==> config.mk <==
export PLATFORM = sky130hd
export DESIGN_NAME = matrix_multiply_transpose_modes_core
export DESIGN_NICKNAME = d
export VERILOG_FILES = /design/src/rtl/mmt_pkg.sv /design/src/rtl/mmt_ram.sv /design/src/rtl/matrix_multiply_transpose_modes_core.sv
export SDC_FILE = /design/constraint.sdc
export NUM_CORES = 2
export LEC_CHECK = 0
export BUFFER_PORTS_ARGS = -buffer_cell sky130_fd_sc_hd__buf_4
export CAP_MARGIN = 20
export CELL_PAD_IN_SITES_DETAIL_PLACEMENT = 1
export CELL_PAD_IN_SITES_GLOBAL_PLACEMENT = 1
export CORE_ASPECT_RATIO = 0.7
export CORE_MARGIN = 5
export CORE_UTILIZATION = 50
export DETAILED_ROUTE_END_ITERATION = 8
export GPL_ROUTABILITY_DRIVEN = 0
export PLACE_DENSITY = 0.76
export SYNTH_ARGS = -nofsm -noshare
export SYNTH_HDL_FRONTEND = slang
export SYNTH_SLANG_ARGS = --single-unit
==> constraint.sdc <==
create_clock -name clk_i -period 8.3 [get_ports clk_i]
set_input_delay 1.66 -clock clk_i [delete_from_list [all_inputs] [get_ports clk_i]]
set_output_delay 1.66 -clock clk_i [all_outputs]
set_load 0.05 [all_outputs]
==> src/rtl/mmt_pkg.sv <==
`timescale 1ns / 1ps

package mmt_pkg;

  localparam int MAX_DIM_DEF    = 8;
  localparam int DATA_WIDTH_DEF = 16;

  localparam int ACTION_W   = 2;
  localparam int POS_W      = 6;
  localparam int ELEM_W     = 16;
  localparam int PROD_W     = 40;
  localparam int OIDX_W     = 3;
  localparam int DIM_W      = 4;
  localparam int CFG_IDX_W  = 3;
  localparam int CFG_DATA_W = 4;

  typedef enum logic [ACTION_W-1:0] {
    ACT_LOAD_A  = 2'd0,
    ACT_LOAD_B  = 2'd1,
    ACT_COMPUTE = 2'd2
  } action_e;

  typedef enum logic [CFG_IDX_W-1:0] {
    REG_A_ROWS  = 3'd0,
    REG_A_COLS  = 3'd1,
    REG_B_ROWS  = 3'd2,
    REG_B_COLS  = 3'd3,
    REG_A_TRANS = 3'd4,
    REG_B_TRANS = 3'd5
  } cfg_reg_e;

endpackage

==> src/rtl/mmt_ram.sv <==
`timescale 1ns / 1ps

module mmt_ram #(
  parameter int WIDTH  = 16,
  parameter int DEPTH  = 64,
  parameter int ADDR_W = (DEPTH > 1) ? $clog2(DEPTH) : 1
) (
  input  logic              clk_i,
  input  logic              we_i,
  input  logic [ADDR_W-1:0] waddr_i,
  input  logic [WIDTH-1:0]  wdata_i,
  input  logic [ADDR_W-1:0] raddr_i,
  output logic [WIDTH-1:0]  rdata_o
);

  logic [WIDTH-1:0] mem_q [DEPTH];
  logic [WIDTH-1:0] rdata_q;

  always_ff @(posedge clk_i) begin
    if (we_i) begin
      mem_q[waddr_i] <= wdata_i;
    end
    rdata_q <= mem_q[raddr_i];
  end

  assign rdata_o = rdata_q;

endmodule

==> src/rtl/matrix_multiply_transpose_modes_core.sv <==
`timescale 1ns / 1ps
// Channel | Handshake             | Word
// --------+-----------------------+-------------------------------------------
// in      | in_valid_i/in_stall_o | action, position, element
// out     | out_valid_o/out_stall_i| product, out_row, out_col, last, error
// cfg     | cfg_we_i              | cfg_index_i, cfg_data_i (no read-back)
//
// Loads are accepted while the core is idle. The pace of a compute is set by
// the single shared multiply-accumulate and the registered read of both
// stores; a dimension mismatch goes straight to a single error word.
// in_stall_o is high for the whole of a compute. Reset clears control and
// configuration registers only; datapath registers and the stores hold no defined value until written.

module matrix_multiply_transpose_modes_core #(
  parameter int MAX_DIM    = mmt_pkg::MAX_DIM_DEF,
  parameter int DATA_WIDTH = mmt_pkg::DATA_WIDTH_DEF
) (
  input  logic                                  clk_i,
  input  logic                                  rst_ni,
  input  logic                                  in_valid_i,
  output logic                                  in_stall_o,
  input  logic [mmt_pkg::ACTION_W-1:0]          in_action_i,
  input  logic [mmt_pkg::POS_W-1:0]             in_position_i,
  input  logic signed [mmt_pkg::ELEM_W-1:0]     in_element_i,
  output logic                                  out_valid_o,
  input  logic                                  out_stall_i,
  output logic signed [mmt_pkg::PROD_W-1:0]     out_product_o,
  output logic [mmt_pkg::OIDX_W-1:0]            out_row_o,
  output logic [mmt_pkg::OIDX_W-1:0]            out_col_o,
  output logic                                  out_last_o,
  output logic                                  out_error_o,
  input  logic                                  cfg_we_i,
  input  logic [mmt_pkg::CFG_IDX_W-1:0]         cfg_index_i,
  input  logic [mmt_pkg::CFG_DATA_W-1:0]        cfg_data_i
);

  import mmt_pkg::*;

  localparam int DEPTH  = MAX_DIM * MAX_DIM;
  localparam int ADDR_W = (DEPTH > 1) ? $clog2(DEPTH) : 1;
  localparam int IDX_W  = (MAX_DIM > 1) ? $clog2(MAX_DIM) : 1;
  localparam int DIMV_W = $clog2(MAX_DIM + 1);
  localparam int CMP_W  = POS_W + 2;
  localparam int MUL_W  = 2 * DATA_WIDTH;
  localparam int ACC_W  = MUL_W + $clog2(MAX_DIM) + 1;

  typedef enum logic [3:0] {
    S_IDLE  = 4'b0001,
    S_ISSUE = 4'b0010,
    S_DRAIN = 4'b0100,
    S_EMIT  = 4'b1000
  } state_e;

  function automatic logic [DIMV_W-1:0] dim_of(input logic [DIM_W-1:0] r);
    logic [DIM_W-1:0] v;
    v = r;
    if (v == '0) v = DIM_W'(1);
    if (v > DIM_W'(MAX_DIM)) v = DIM_W'(MAX_DIM);
    return DIMV_W'(v);
  endfunction

  // configuration
  logic [DIM_W-1:0] a_rows_q, a_cols_q, b_rows_q, b_cols_q;
  logic             a_trans_q, b_trans_q;

  always_ff @(posedge clk_i or negedge rst_ni) begin
    if (!rst_ni) begin
      a_rows_q  <= DIM_W'(1);
      a_cols_q  <= DIM_W'(1);
      b_rows_q  <= DIM_W'(1);
      b_cols_q  <= DIM_W'(1);
      a_trans_q <= 1'b0;
      b_trans_q <= 1'b0;
    end else if (cfg_we_i) begin
      case (cfg_reg_e'(cfg_index_i))
        REG_A_ROWS:  a_rows_q  <= cfg_data_i;
        REG_A_COLS:  a_cols_q  <= cfg_data_i;
        REG_B_ROWS:  b_rows_q  <= cfg_data_i;
        REG_B_COLS:  b_cols_q  <= cfg_data_i;
        REG_A_TRANS: a_trans_q <= cfg_data_i[0];
        REG_B_TRANS: b_trans_q <= cfg_data_i[0];
        default: ;
      endcase
    end
  end

  logic [DIMV_W-1:0] ar, ac, br, bc, m_dim, n_dim, inner_a, inner_b;

  assign ar      = dim_of(a_rows_q);
  assign ac      = dim_of(a_cols_q);
  assign br      = dim_of(b_rows_q);
  assign bc      = dim_of(b_cols_q);
  assign m_dim   = a_trans_q ? ac : ar;
  assign inner_a = a_trans_q ? ar : ac;
  assign inner_b = b_trans_q ? bc : br;
  assign n_dim   = b_trans_q ? br : bc;

  // sequencer and datapath registers
  state_e            state_q, state_d;
  logic [IDX_W-1:0]  i_q, i_d, j_q, j_d, k_q, k_d;
  logic              err_q, err_d;
  logic              rd_v_q, rd_v_d, mul_v_q;
  logic              out_valid_q, out_valid_d, out_load;
  logic signed [MUL_W-1:0]  mul_q;
  logic signed [ACC_W-1:0]  acc_q;
  logic                     acc_clr;
  logic signed [PROD_W-1:0] acc_sat;
  logic signed [PROD_W-1:0] out_product_q;
  logic [OIDX_W-1:0]        out_row_q, out_col_q;
  logic                     out_last_q, out_error_q;

  logic in_accept, out_free, last_k, last_j, last_elem;
  logic a_we, b_we;
  logic [ADDR_W-1:0] a_raddr, b_raddr;
  logic [DATA_WIDTH-1:0] a_rdata, b_rdata, wdata;

  assign in_stall_o = (state_q != S_IDLE);
  assign in_accept  = in_valid_i && !in_stall_o;
  assign out_free   = !out_valid_q || !out_stall_i;

  assign last_k    = (DIMV_W'(k_q) + DIMV_W'(1)) == inner_a;
  assign last_j    = (DIMV_W'(j_q) + DIMV_W'(1)) == n_dim;
  assign last_elem = last_j && ((DIMV_W'(i_q) + DIMV_W'(1)) == m_dim);

  // loads
  assign wdata = DATA_WIDTH'(in_element_i);
  assign a_we  = in_accept && (in_action_i == ACT_LOAD_A) &&
                 (CMP_W'(in_position_i) < CMP_W'(ar) * CMP_W'(ac));
  assign b_we  = in_accept && (in_action_i == ACT_LOAD_B) &&
                 (CMP_W'(in_position_i) < CMP_W'(br) * CMP_W'(bc));

  assign a_raddr = a_trans_q ?
                   ADDR_W'(ADDR_W'(k_q) * ADDR_W'(ac) + ADDR_W'(i_q)) :
                   ADDR_W'(ADDR_W'(i_q) * ADDR_W'(ac) + ADDR_W'(k_q));
  assign b_raddr = b_trans_q ?
                   ADDR_W'(ADDR_W'(j_q) * ADDR_W'(bc) + ADDR_W'(k_q)) :
                   ADDR_W'(ADDR_W'(k_q) * ADDR_W'(bc) + ADDR_W'(j_q));

  mmt_ram #(
    .WIDTH (DATA_WIDTH),
    .DEPTH (DEPTH)
  ) u_a_store (
    .clk_i   (clk_i),
    .we_i    (a_we),
    .waddr_i (in_position_i[ADDR_W-1:0]),
    .wdata_i (wdata),
    .raddr_i (a_raddr),
    .rdata_o (a_rdata)
  );

  mmt_ram #(
    .WIDTH (DATA_WIDTH),
    .DEPTH (DEPTH)
  ) u_b_store (
    .clk_i   (clk_i),
    .we_i    (b_we),
    .waddr_i (in_position_i[ADDR_W-1:0]),
    .wdata_i (wdata),
    .raddr_i (b_raddr),
    .rdata_o (b_rdata)
  );

  always_comb begin
    state_d  = state_q;
    i_d      = i_q;
    j_d      = j_q;
    k_d      = k_q;
    err_d    = err_q;
    rd_v_d   = 1'b0;
    acc_clr  = 1'b0;
    out_load = 1'b0;
    case (state_q)
      S_IDLE: begin
        if (in_accept && (in_action_i == ACT_COMPUTE)) begin
          i_d     = '0;
          j_d     = '0;
          k_d     = '0;
          acc_clr = 1'b1;
          err_d   = (inner_a != inner_b);
          state_d = (inner_a != inner_b) ? S_EMIT : S_ISSUE;
        end
      end
      S_ISSUE: begin
        rd_v_d = 1'b1;
        if (last_k) begin
          state_d = S_DRAIN;
        end else begin
          k_d = k_q + IDX_W'(1);
        end
      end
      S_DRAIN: begin
        if (!rd_v_q && !mul_v_q) state_d = S_EMIT;
      end
      S_EMIT: begin
        if (out_free) begin
          out_load = 1'b1;
          if (err_q || last_elem) begin
            state_d = S_IDLE;
          end else begin
            acc_clr = 1'b1;
            k_d     = '0;
            state_d = S_ISSUE;
            if (last_j) begin
              j_d = '0;
              i_d = i_q + IDX_W'(1);
            end else begin
              j_d = j_q + IDX_W'(1);
            end
          end
        end
      end
      default: state_d = S_IDLE;
    endcase
  end

  assign out_valid_d = out_load ? 1'b1 : (out_stall_i ? out_valid_q : 1'b0);

  always_ff @(posedge clk_i or negedge rst_ni) begin
    if (!rst_ni) begin
      state_q     <= S_IDLE;
      i_q         <= '0;
      j_q         <= '0;
      k_q         <= '0;
      err_q       <= 1'b0;
      rd_v_q      <= 1'b0;
      mul_v_q     <= 1'b0;
      out_valid_q <= 1'b0;
    end else begin
      state_q     <= state_d;
      i_q         <= i_d;
      j_q         <= j_d;
      k_q         <= k_d;
      err_q       <= err_d;
      rd_v_q      <= rd_v_d;
      mul_v_q     <= rd_v_q;
      out_valid_q <= out_valid_d;
    end
  end

  always_ff @(posedge clk_i) begin
    mul_q <= $signed(a_rdata) * $signed(b_rdata);
    if (acc_clr) begin
      acc_q <= '0;
    end else if (mul_v_q) begin
      acc_q <= acc_q + ACC_W'(mul_q);
    end
    if (out_load) begin
      out_product_q <= err_q ? '0 : acc_sat;
      out_row_q     <= err_q ? '0 : OIDX_W'(i_q);
      out_col_q     <= err_q ? '0 : OIDX_W'(j_q);
      out_last_q    <= err_q || last_elem;
      out_error_q   <= err_q;
    end
  end

  generate
    if (ACC_W > PROD_W) begin : g_sat
      logic ovf;
      assign ovf = !(&acc_q[ACC_W-1:PROD_W-1]) && (|acc_q[ACC_W-1:PROD_W-1]);
      assign acc_sat = !ovf ? acc_q[PROD_W-1:0] :
                       acc_q[ACC_W-1] ? {1'b1, {(PROD_W-1){1'b0}}} :
                                        {1'b0, {(PROD_W-1){1'b1}}};
    end else begin : g_ext
      assign acc_sat = PROD_W'(acc_q);
    end
  endgenerate

  assign out_valid_o   = out_valid_q;
  assign out_product_o = out_product_q;
  assign out_row_o     = out_row_q;
  assign out_col_o     = out_col_q;
  assign out_last_o    = out_last_q;
  assign out_error_o   = out_error_q;

  a_mac_in_run: assert property (@(posedge clk_i) disable iff (!rst_ni)
    mul_v_q |-> (state_q == S_ISSUE || state_q == S_DRAIN))
    else $error("accumulate outside a compute run");

  a_emit_drained: assert property (@(posedge clk_i) disable iff (!rst_ni)
    (state_q == S_EMIT) |-> (!rd_v_q && !mul_v_q))
    else $error("result taken before pipeline drained");

  a_load_from_emit: assert property (@(posedge clk_i) disable iff (!rst_ni)
    $rose(out_valid_q) |-> $past(state_q == S_EMIT))
    else $error("output word loaded outside emit");

  a_error_word: assert property (@(posedge clk_i) disable iff (!rst_ni)
    (out_valid_q && out_error_q) |-> (out_last_q && out_product_q == '0))
    else $error("error word malformed");

  a_busy_stall: assert property (@(posedge clk_i) disable iff (!rst_ni)
    (rd_v_q || mul_v_q) |-> in_stall_o)
    else $error("input open while multiply in flight");

endmodule
==> flow_summary.ini <==
[outcome]
status = finished, final reports clean

[die]
coreArea_sq_um = 199000
dieArea_sq_um = 209000
rows = 137
fp.dieH_microns = 384
initial_core_util = 0.502
die_w_microns = 544
num_io_pins = 86

[setup_path]
crit_fanout = 16
endpoint_kind = flip-flop
critPathLaunchType = flip-flop
path_buf_inv = 3
path_class = flip-flop to flip-flop
cpPeakStageDelay_ns = 0.89
crit_path_top_delay_cell = fa_1
crit_required_ns = 9.04
cp.arrival_ns = 7.29
crit_family = adder cells
cp_cell_sequence = nand2_1, inv_1, fa_1, fa_1, inv_1, fa_1, fa_1, fa_1, fa_1, inv_1, ha_1, o21a_1, nand2_1, nor2_1, a21oi_1, a31oi_1, a221oi_1, o21bai_1, xnor2_1
cp_common_cell = fa_1

[global_routing]
grt_pass1_vias = 58362
grt_overflow = 0
track_usage = 0.261
antenna_found_initial = 14
grt_start_max_net_pins = 123
grt_pass1_wl_microns = 402000

[sta]
slew_headroom = 0.154
rsz0062_at_grt = false
final_max_slew_viol_count = 0
period_share = 0.790
tns_ns = 0
setup_viol = 0
worst_pin_slew_ns = 1.27
hold_viol_final = 0
layout_min_cycle_time_ns = 6.56
max_freq_ghz = 0.153
setup_ws_ns = 1.74
fin_skew_ns = 0.0820

[logic_synthesis]
synth_edf_count = 2092
synth_nets = 6443
synth_fa_ha_area_frac = 0.0818
synthArstFlopShare = 0.0157
ys_warn_count = 0
ys_types = 77
synth-simple-area-share = 0.0605
postSynthRegisterBits = 2227
synth_compound_area_frac = 0.0404
avgSynthCellArea_sq_um = 16.9
postSynthCellCount = 5926
synth_top_family_by_area = multiplexers
muxShareOfSynthArea = 0.122
synthFlopType = edfxtp_1
syn_area_sq_um = 99900
ys_seq_area_frac = 0.658
synth-xor-area-share = 0.00903

[routing]
ant_nets = 0
wirelength_microns = 271000
drt_iter0_drc = 6809
first_pass_iters = 5
via_count = 55535
wl_per_cell_microns = 30.3
drc = 0
avgViaCountPerCell = 6.22

[run]
drv_cap = 0

[clock_tree]
cts_tree = built
post-cts-setup-buffer-count = 0
clk_pin_slew_worst_paths_ns = 0.08
postCtsHoldBufs = 0
htree_levels = 4
numCtsBuffers = 211
cts-root-buf = clkbuf_16
cts.sinks = 2227
clk_path_buf_depth = 4
insertion_delay_ns = 0.89
ctsResizeCount = 0

[place]
hpwlAfterDp_microns = 169000
portBuffers = 85
dp_slack_ns = 1.73

[final_layout]
layout-drive-gt1-share = 0.182
most-common-layout-cells = edfxtp_1 (2092), nand2_1 (568), mux4_2 (512)
fill_cells = 17926
areaGrowthSynthToFinish_pct = 11.1
nNetsFinal = 6632
utilization = 0.558
mostFrequentLayoutCell = edfxtp_1

[worst_hold_path]
hold_path.class = flip-flop to flip-flop
[layer usage]
metal	track usage	share of wire	vias to the layer above
li1	-	-	22865
met1	0.390	0.42	29433
met2	0.385	0.44	2814
met3	0.0703	0.11	411
met4	0.0625	0.025	12
met5	0	0.00025	-
[layout make-up]
cell class | count | area, sq um | area share
Sequential cell | 2227 | 65700 | 0.592
Multi-Input combinational cell | 3027 | 31500 | 0.284
Clock buffer | 256 | 5540 | 0.0500
Tap cell | 2641 | 3300 | 0.0298
Timing Repair Buffer | 273 | 2320 | 0.0209
Inverter | 375 | 1410 | 0.0127
Clock inverter | 121 | 1190 | 0.0107
Antenna cell | 2 | 5.00 | 0.0000451
[sequential cells by signal (all words and copies together) (netlist names), 3 cells and up]
signal,flops
state_q,4
acc_q,36
a_cols_q,4
mul_q,32
k_q,3
u_b_store.rdata_o,16
out_col_o,3
a_rows_q,4
u_b_store.mem_q,1024
out_row_o,3
b_rows_q,4
b_cols_q,4
u_a_store.rdata_o,16
i_q,3
out_product_o,36
j_q,3
u_a_store.mem_q,1024
[kinds of logic (layout without fill, tap and decap cells)]
family | after synthesis | after routing
AND/OR/NAND/NOR | 1300 | 1300
buffers and inverters | 672 | 1025
AO/OA/AOI/OAI | 570 | 570
other | 0 | 2
XOR/XNOR | 103 | 103
multiplexers | 573 | 573
adder cells (fa/ha/maj) | 481 | 481
flip-flops | 2227 | 2227
[path summary, 6_finish.rpt]
kind / from / end / slack [ns] / depth (start not counted)
max in group asynchronous: rst_ni / b_rows_q[0] / 7.16 / 1
worst max-delay path: u_a_store.rdata_o[15] / mul_q[31] / 1.74 / 19
worst min register to register: rd_v_q / mul_v_q / 0.38 / 0
worst min-delay path: rd_v_q / mul_v_q / 0.38 / 0
min in group asynchronous: rst_ni / a_trans_q / 0.77 / 1
worst max register to register: u_a_store.rdata_o[15] / mul_q[31] / 1.74 / 19
[per-stage QoR]
stage                     cells  instance area, sq um  hold WS (ns)
after floorplan            5926                 99900         0.354
after global placement     8537                104000         0.370
after detailed placement   8537                104000         0.373
after CTS                  8914                111000         0.384
after global routing       8920                111000         0.401
final                      8922                111000         0.382
[cells in the mapped netlist, types with 33 or more instances]
library cell / count / area (sq um)
a21o_1: 47 / 353
nand2_1: 568 / 2130
edfxtp_1: 2092 / 62800
mux4_2: 512 / 11500
xnor2_1: 61 / 534
a21oi_1: 80 / 400
xor2_1: 42 / 368
a311oi_1: 33 / 289
dfxtp_1: 100 / 2000
o211ai_1: 39 / 293
buf_4: 51 / 383
fa_1: 287 / 5750
inv_1: 374 / 1400
nand3_1: 56 / 280
nor2b_1: 62 / 388
and2_1: 248 / 1550
a31oi_1: 72 / 450
o21ai_0: 52 / 260
ha_1: 194 / 2430
buf_2: 66 / 330
a211oi_1: 140 / 1050
nor2_1: 255 / 957
clkbuf_1: 163 / 612
mux2i_1: 39 / 390
Power is not shown: default switching activity piles up to over one toggle a cycle in this logic, so the estimate is an artifact.
